===== src/rtl/maxp_pkg.sv =====
// Shared constants and helpers for the 2x2 stride-2 max-pooling block.
package maxp_pkg;

  // Default size limits of the line store and the position counters.
  localparam int MAX_WIDTH_DEF  = 1024;
  localparam int MAX_HEIGHT_DEF = 1024;

  // Image shape after reset.
  localparam int RESET_WIDTH  = 129;
  localparam int RESET_HEIGHT = 97;

  // Width of the image_width and image_height registers.
  localparam int DIM_W = 11;

  // Register indexes, decoded from paddr[2].
  localparam logic REG_WIDTH  = 1'b0;
  localparam logic REG_HEIGHT = 1'b1;

  // Field widths of one result beat.
  localparam int PIX_W = 8;
  localparam int IDX_W = 9;

  // Larger of two unsigned samples.
  function automatic logic [PIX_W-1:0] max_u8(logic [PIX_W-1:0] a, logic [PIX_W-1:0] b);
    return (a > b) ? a : b;
  endfunction

  // Index of the last row or column for a register value: zero counts as one,
  // and anything above the limit saturates to it.
  function automatic logic [31:0] dim_last(logic [DIM_W-1:0] v, logic [31:0] maxv);
    logic [31:0] wide;
    wide = {{(32-DIM_W){1'b0}}, v};
    if (v == '0) begin
      return 32'd0;
    end else if (wide > maxv) begin
      return maxv - 32'd1;
    end else begin
      return wide - 32'd1;
    end
  endfunction

endpackage


===== src/rtl/maxpool_2x2_stride2_u8.sv =====
// 2x2 stride-2 max pooling over an unsigned 8-bit pixel stream.
//
// Pixels enter one per beat in raster order, and the block takes one every
// clock as long as results are drained. Each pixel that closes a pair passes
// an input stage (position decode, horizontal pair maximum, line store read);
// one that completes a window then passes a result register, where its
// result is valid. While a result waits in the result register, pixels that
// only open a pair or only store an even-row maximum still enter. The next
// pixel that completes a window waits in the input stage and holds off the
// input. Even rows keep their pair maxima in a line store of (MAX_WIDTH+1)/2
// bytes with one write port and one read port. Odd rows, and an unpaired last
// row, emit one result per pair, with tlast on the frame's last result.
// Writing either size register restarts the frame at row 0, column 0; only
// write them while no pixel is in flight.
module maxpool_2x2_stride2_u8
  import maxp_pkg::*;
#(
  parameter int MAX_WIDTH  = MAX_WIDTH_DEF,
  parameter int MAX_HEIGHT = MAX_HEIGHT_DEF
) (
  input  logic        clk,
  input  logic        rst,
  // Input stream.
  input  logic        s_tvalid,
  output logic        s_tready,
  input  logic [7:0]  s_tdata,   // [7:0] pixel
  // Result stream.
  output logic        m_tvalid,
  input  logic        m_tready,
  output logic [31:0] m_tdata,   // [7:0] pooled, [16:8] out_col, [25:17] out_row, rest zero
  output logic        m_tlast,   // frame_end
  // Configuration port.
  input  logic        psel,
  input  logic        penable,
  input  logic        pwrite,
  input  logic [2:0]  paddr,
  input  logic [31:0] pwdata,
  output logic [31:0] prdata,
  output logic        pready
);

  localparam int CW = ($clog2(MAX_WIDTH) > 2) ? $clog2(MAX_WIDTH) : 2;
  localparam int RW = ($clog2(MAX_HEIGHT) > 2) ? $clog2(MAX_HEIGHT) : 2;
  localparam int AW = CW - 1;
  localparam int LINE_DEPTH = (MAX_WIDTH + 1) / 2;

  // Configuration registers and their clamped last indexes.
  logic [DIM_W-1:0] width_cfg;
  logic [DIM_W-1:0] height_cfg;
  logic [CW-1:0]    last_x;
  logic [RW-1:0]    last_y;

  // Frame position and the pending left pixel of a pair.
  logic [CW-1:0]    col_pos;
  logic [RW-1:0]    row_pos;
  logic [PIX_W-1:0] left_pixel;

  // Input stage.
  logic             s1_valid;
  logic             s1_wr;
  logic             s1_odd;
  logic             s1_last;
  logic [PIX_W-1:0] s1_hmax;
  logic [AW-1:0]    s1_slot;
  logic [RW-2:0]    s1_oy;
  logic [PIX_W-1:0] rd_data;

  // Line store of even-row pair maxima.
  logic [PIX_W-1:0] line_mem [LINE_DEPTH];

  // Result register.
  logic [PIX_W-1:0] out_pooled;
  logic [IDX_W-1:0] out_col;
  logic [IDX_W-1:0] out_row;
  logic             out_last;

  logic             cfg_wr;
  logic             in_fire;
  logic             s1_advance;
  logic             wr_en;
  logic             last_col;
  logic             last_row;
  logic             have_pair;
  logic [PIX_W-1:0] hmax;
  logic [AW-1:0]    rd_slot;
  logic [PIX_W-1:0] pooled_next;

  assign pready = 1'b1;
  assign cfg_wr = psel && penable && pwrite && pready;

  // Register read-back.
  always_comb begin
    case (paddr[2])
      REG_WIDTH:  prdata = {{(32-DIM_W){1'b0}}, width_cfg};
      REG_HEIGHT: prdata = {{(32-DIM_W){1'b0}}, height_cfg};
      default:    prdata = '0;
    endcase
  end

  // Handshake: the input stage moves on when its item only writes the line
  // store or when the result register is free or being drained.
  assign s1_advance = s1_valid && (s1_wr || !m_tvalid || m_tready);
  assign s_tready   = !s1_valid || s1_advance;
  assign in_fire    = s_tvalid && s_tready;
  assign wr_en      = s1_advance && s1_wr;

  // Position decode and horizontal pair maximum.
  assign last_col  = (col_pos == last_x);
  assign last_row  = (row_pos == last_y);
  assign have_pair = col_pos[0] || last_col;
  assign hmax      = col_pos[0] ? max_u8(left_pixel, s_tdata) : s_tdata;
  assign rd_slot   = col_pos[CW-1:1];

  // Configuration registers.
  always_ff @(posedge clk) begin
    if (rst) begin
      width_cfg  <= DIM_W'(RESET_WIDTH);
      height_cfg <= DIM_W'(RESET_HEIGHT);
      last_x     <= CW'(dim_last(DIM_W'(RESET_WIDTH), 32'(MAX_WIDTH)));
      last_y     <= RW'(dim_last(DIM_W'(RESET_HEIGHT), 32'(MAX_HEIGHT)));
    end else if (cfg_wr) begin
      case (paddr[2])
        REG_WIDTH: begin
          width_cfg <= pwdata[DIM_W-1:0];
          last_x    <= CW'(dim_last(pwdata[DIM_W-1:0], 32'(MAX_WIDTH)));
        end
        REG_HEIGHT: begin
          height_cfg <= pwdata[DIM_W-1:0];
          last_y     <= RW'(dim_last(pwdata[DIM_W-1:0], 32'(MAX_HEIGHT)));
        end
        default: begin
        end
      endcase
    end
  end

  // Raster position; a register write restarts the frame.
  always_ff @(posedge clk) begin
    if (rst) begin
      col_pos    <= '0;
      row_pos    <= '0;
      left_pixel <= '0;
    end else if (cfg_wr) begin
      col_pos <= '0;
      row_pos <= '0;
    end else if (in_fire) begin
      if (!have_pair) begin
        left_pixel <= s_tdata;
      end
      if (last_col) begin
        col_pos <= '0;
        row_pos <= last_row ? '0 : row_pos + RW'(1);
      end else begin
        col_pos <= col_pos + CW'(1);
      end
    end
  end

  // Input stage control.
  always_ff @(posedge clk) begin
    if (rst) begin
      s1_valid <= 1'b0;
    end else if (in_fire) begin
      s1_valid <= have_pair;
    end else if (s1_advance) begin
      s1_valid <= 1'b0;
    end
  end

  // Input stage payload.
  always_ff @(posedge clk) begin
    if (in_fire) begin
      s1_hmax <= hmax;
      s1_slot <= rd_slot;
      s1_oy   <= row_pos[RW-1:1];
      s1_odd  <= row_pos[0];
      s1_wr   <= !row_pos[0] && !last_row;
      s1_last <= last_col && last_row;
    end
  end

  // Line store: write from the input stage, read as the pixel is taken. A
  // write to the slot being read in the same cycle is forwarded.
  always_ff @(posedge clk) begin
    if (wr_en) begin
      line_mem[s1_slot] <= s1_hmax;
    end
  end

  always_ff @(posedge clk) begin
    if (in_fire) begin
      if (wr_en && (s1_slot == rd_slot)) begin
        rd_data <= s1_hmax;
      end else begin
        rd_data <= line_mem[rd_slot];
      end
    end
  end

  // Vertical maximum against the stored even-row pair on odd rows; an unpaired last row passes its pair maximum.
  assign pooled_next = s1_odd ? max_u8(rd_data, s1_hmax) : s1_hmax;

  // Result register.
  always_ff @(posedge clk) begin
    if (rst) begin
      m_tvalid <= 1'b0;
    end else if (s1_advance && !s1_wr) begin
      m_tvalid <= 1'b1;
    end else if (m_tready) begin
      m_tvalid <= 1'b0;
    end
  end

  always_ff @(posedge clk) begin
    if (s1_advance && !s1_wr) begin
      out_pooled <= pooled_next;
      out_col    <= IDX_W'(s1_slot);
      out_row    <= IDX_W'(s1_oy);
      out_last   <= s1_last;
    end
  end

  assign m_tdata = {{(32-PIX_W-2*IDX_W){1'b0}}, out_row, out_col, out_pooled};
  assign m_tlast = out_last;

endmodule


===== config.mk =====
export PLATFORM = sky130hd
export DESIGN_NAME = maxpool_2x2_stride2_u8
export DESIGN_NICKNAME = d
export VERILOG_FILES = /design/src/rtl/maxp_pkg.sv /design/src/rtl/maxpool_2x2_stride2_u8.sv
export SDC_FILE = /design/constraint.sdc
export NUM_CORES = 2
export LEC_CHECK = 0
export BUFFER_PORTS_ARGS = -buffer_cell sky130_fd_sc_hd__buf_2
export CORE_ASPECT_RATIO = 1.25
export CORE_MARGIN = 4
export CORE_UTILIZATION = 30
export CTS_CLUSTER_SIZE = 25
export DETAILED_ROUTE_END_ITERATION = 8
export PLACE_DENSITY_LB_ADDON = 0.05
export SLEW_MARGIN = 15
export SYNTH_ARGS = -nofsm -noshare
export SYNTH_HDL_FRONTEND = slang
export SYNTH_SLANG_ARGS = --single-unit

===== constraint.sdc =====
create_clock -name clk -period 20 [get_ports clk]
set_clock_uncertainty 0.15 [all_clocks]
set_input_delay 1 -clock clk [delete_from_list [all_inputs] [get_ports clk]]
set_output_delay 1 -clock clk [all_outputs]
set_load 0.05 [all_outputs]

==> metrics.md <==
| Metric | Value |
|---|---|
| Ports | `118` |
| Setup bufs post-CTS | `0` |
| Async SR Flop Fraction | `0%` |
| Final Hold Fails | `0` |
| Post-DP HPWL | `356000 um` |
| Lkg Pwr | `56.3 nW` |
| Die width | `673 um` |
| Sw Share | `21.3%` |
| Setup TNS | `0 ps` |
| Vias per cell | `5.14` |
| PwrDens | `98.5 mW/mm^2` |
| Drt total wl | `584000 um` |
| Critical Path Start | `col_pos[1]` |
| Reg2reg start | `col_pos[1]` |
| Final setup viols | `0` |
| Dominant synthesized flop cell | `edfxtp_1` |
| Clock transition at path regs | `70 ps` |
| Gr usage total | `20.3%` |
| Post-synth EDFFs | `4160` |
| Share of total power in the clock network | `44.4%` |
| Worst skew pair latency | `1020 ps` |
| Syn Area/Cell | `20.4 um^2` |
| Netlist cell types | `88` |
| Post-synthesis cell area | `0.166 mm^2` |
| CP Capture Type | `flop` |
| CP Launch Type | `flop` |
| Overflow after GRT | `0` |
| Area Overhead vs Synth | `13.8%` |
| Worst-margin pin slew | `1440 ps` |
| Maximum clock path buffer count | `4` |
| Core box area | `0.551 mm^2` |
| Drt pass-1 iters | `6` |
| CTS H-tree depth | `5` |
| Tot Pwr | `18.6 mW` |
| Starting Density | `30.1%` |
| WP data required | `20620 ps` |
| Initial antenna violation count | `59` |
| RSZ-0062 raised after global routing | `false` |
| Number of synthesis warnings | `0` |
| Final min period | `7330 ps` |
| Internal | `14.6 mW` |
| Max rail drop VDD | `0.0677 mV` |
| CP Class | `reg2reg` |
| Crit share post-route | `36.7%` |
| Clock sinks | `4232` |
| Max Cap Viol | `0` |
| Highest Clock Rate | `136 MHz` |
| Core Rows | `305` |
| DRC Markers | `0` |
| Vias in the first global route | `85300` |
| Crit path cell chain | `buf_4 > buf_4 > buf_4 > buf_4 > buf_4 > mux4_2 > a22o_1 > a221oi_1 > o22ai_1 > nor3_1 > or3_1 > nand3_1 > o221a_2` |
| Status | `finished clean` |
| Wire per inst | `36.2 um` |
| Proportion of layout cells with a drive suffix above 1 | `21.7%` |
| Number of buffers added on ports | `66` |
| Clock buffer count from CTS | `451` |
| Largest net degree at the start of global routing | `192` |
| Slew Limit Fails | `0` |
| Slowest stage delay, CP | `680 ps` |
| DR iter-0 viols | `7889` |
| Crit path DAT | `7960 ps` |
| FF-to-FF setup slack | `12670 ps` |
| Sw power | `3.96 mW` |
| Die Y | `839 um` |
| Die Area | `0.565 mm^2` |
| Gate power share | `3.0%` |
| Yosys reg bits | `4232` |
| Post-DRT Antenna Nets | `0` |
| Worst min path class | `in2reg` |
| Hold buffer count at cts | `1` |
| Final GP Congestion | `0.752` |
| Flop pwr share | `52.6%` |
| Sequential fraction of the synthesis area | `76.2%` |
| Hold Startpoint | `pwdata[1]` |
| DR vias | `82900` |
| Crit Path Max Fanout | `31` |
| # resized after CTS | `0` |
| Global-route wire length before repair | `782000 um` |
| Nets | `8450` |
| Relative slew slack | `4.05%` |
| Root buffer cell | `clkbuf_16` |
| Cell mode on critical path | `buf_4` |
| CTS tree | `built` |
| Worst path slowest cell | `buf_4` |
| Syn Inst Count | `8117` |
[power by group through the flow]
stage | sequential [mW] | clock, mW | combinational, mW
global placement | 9.96 | 0 | 0.560
finish | 9.78 | 8.26 | 0.553
detailed placement | 9.96 | 0 | 0.573
floorplan | 10.1 | 0 | 0.287
CTS | 9.78 | 8.49 | 0.574
global route | 9.77 | 8.84 | 0.593
[metrics by stage]
stage	instance area (um^2)	utilization (%)	hold WS, ps	worst slack [ps]	instances
floorplan	166000	-	250	11410	8143
global placement	174000	31.6	254	12480	15300
detailed placement	175000	31.6	256	12420	15300
CTS	189000	34.2	2.69	12380	16100
global route	189000	34.2	76.6	12340	16100
finish	189000	34.2	116	12670	16100
[synth_stat cells (72+ instances only)]
library cell,count,area (um^2)
mux4_2,851,19200
buf_2,134,671
nand2_1,277,1040
dfxtp_1,72,1440
edfxtp_1,4160,125000
a21oi_1,201,1010
mux2i_1,370,3700
a22oi_1,115,863
clkbuf_1,181,679
a221oi_1,87,762
o21ai_0,106,531
buf_4,77,578
nor2_1,627,2350
[layer usage]
metal | part of all wire (%) | global-route usage, % | routed length, um | up-vias
li1 | - | - | - | 34100
met4 | 2.4 | 4.55 | 13900 | 0
met1 | 42 | 26.9 | 245000 | 45700
met2 | 51 | 35.3 | 296000 | 2495
met3 | 5.0 | 2.63 | 28900 | 597
met5 | 0 | 0 | 0 | -
[path summary, 6_finish.rpt]
check	endpoint	cells after the start
min reg2reg	out_row[1]	0
max	rd_data[0]	13
max reg2reg	rd_data[0]	13
min	height_cfg[1]	3
[cells by family after synthesis]
family	after synthesis	synth area share (%)
adder cells (fa/ha/maj)	19	0.143
AO/OA/AOI/OAI	814	3.35
flip-flops	4232	76.2
XOR/XNOR	51	0.269
other	2	0.00453
multiplexers	1307	15.0
buffers and inverters	565	2.25
AND/OR/NAND/NOR	1127	2.85
[state kept, by name, indices dropped and copies added, names as in the netlist]
| name | flops |
|---|---|
| s1_hmax | 8 |
| line_mem | 4096 |
| s1_oy | 9 |
| last_x | 10 |
| m_tlast | 1 |
| s1_wr | 1 |
| row_pos | 10 |
| m_tvalid | 1 |
| s1_slot | 9 |
| width_cfg | 11 |
| left_pixel | 8 |
| height_cfg | 11 |
| rd_data | 8 |
| out_col | 9 |
| out_pooled | 8 |
| s1_valid | 1 |
| out_row | 9 |
| s1_last | 1 |
| last_y | 10 |
| s1_odd | 1 |
| col_pos | 10 |
[cell type report]
| type | instances | area (um^2) |
|---|---|---|
| Timing Repair Buffer | 320 | 2520 |
| Sequential cell | 4232 | 126000 |
| Tap cell | 7368 | 9220 |
| Clock inverter | 254 | 2380 |
| Multi-Input combinational cell | 3346 | 36300 |
| Fill cell | 51800 | 363000 |
| Clock buffer | 565 | 11900 |
| Inverter | 30 | 129 |
| Antenna cell | 23 | 57.6 |
[worst max-delay path, delay by kind of cell (launching register included)]
kind | cells | cell delay, ps
AND/OR/NAND/NOR | 3 | 1040
buffers and inverters | 5 | 3070
multiplexers | 1 | 610
flip-flops | 1 | 530
AO/OA/AOI/OAI | 4 | 1440
[cell usage in the layout, fill, tap and decap left out, drive strengths merged, types with 20 or more instances in the layout]
cell    instances
edfxtp       4160
mux4          918
nor2          627
clkbuf        565
mux2i         370
buf           318
nand2         278
a21oi         201
clkinv        190
a22oi         115
o21ai         113
a221oi         91
dfxtp          72
nand3          62
o22ai          50
o221ai         48
inv            43
a211oi         42
bufinv         41
nor3           39
xor2           28
conb           28
a31oi          28
diode          23
xnor2          23
nand4          22
a22o           22
nor2b          20
No activity file was read; power rests on OpenSTA's default activity.
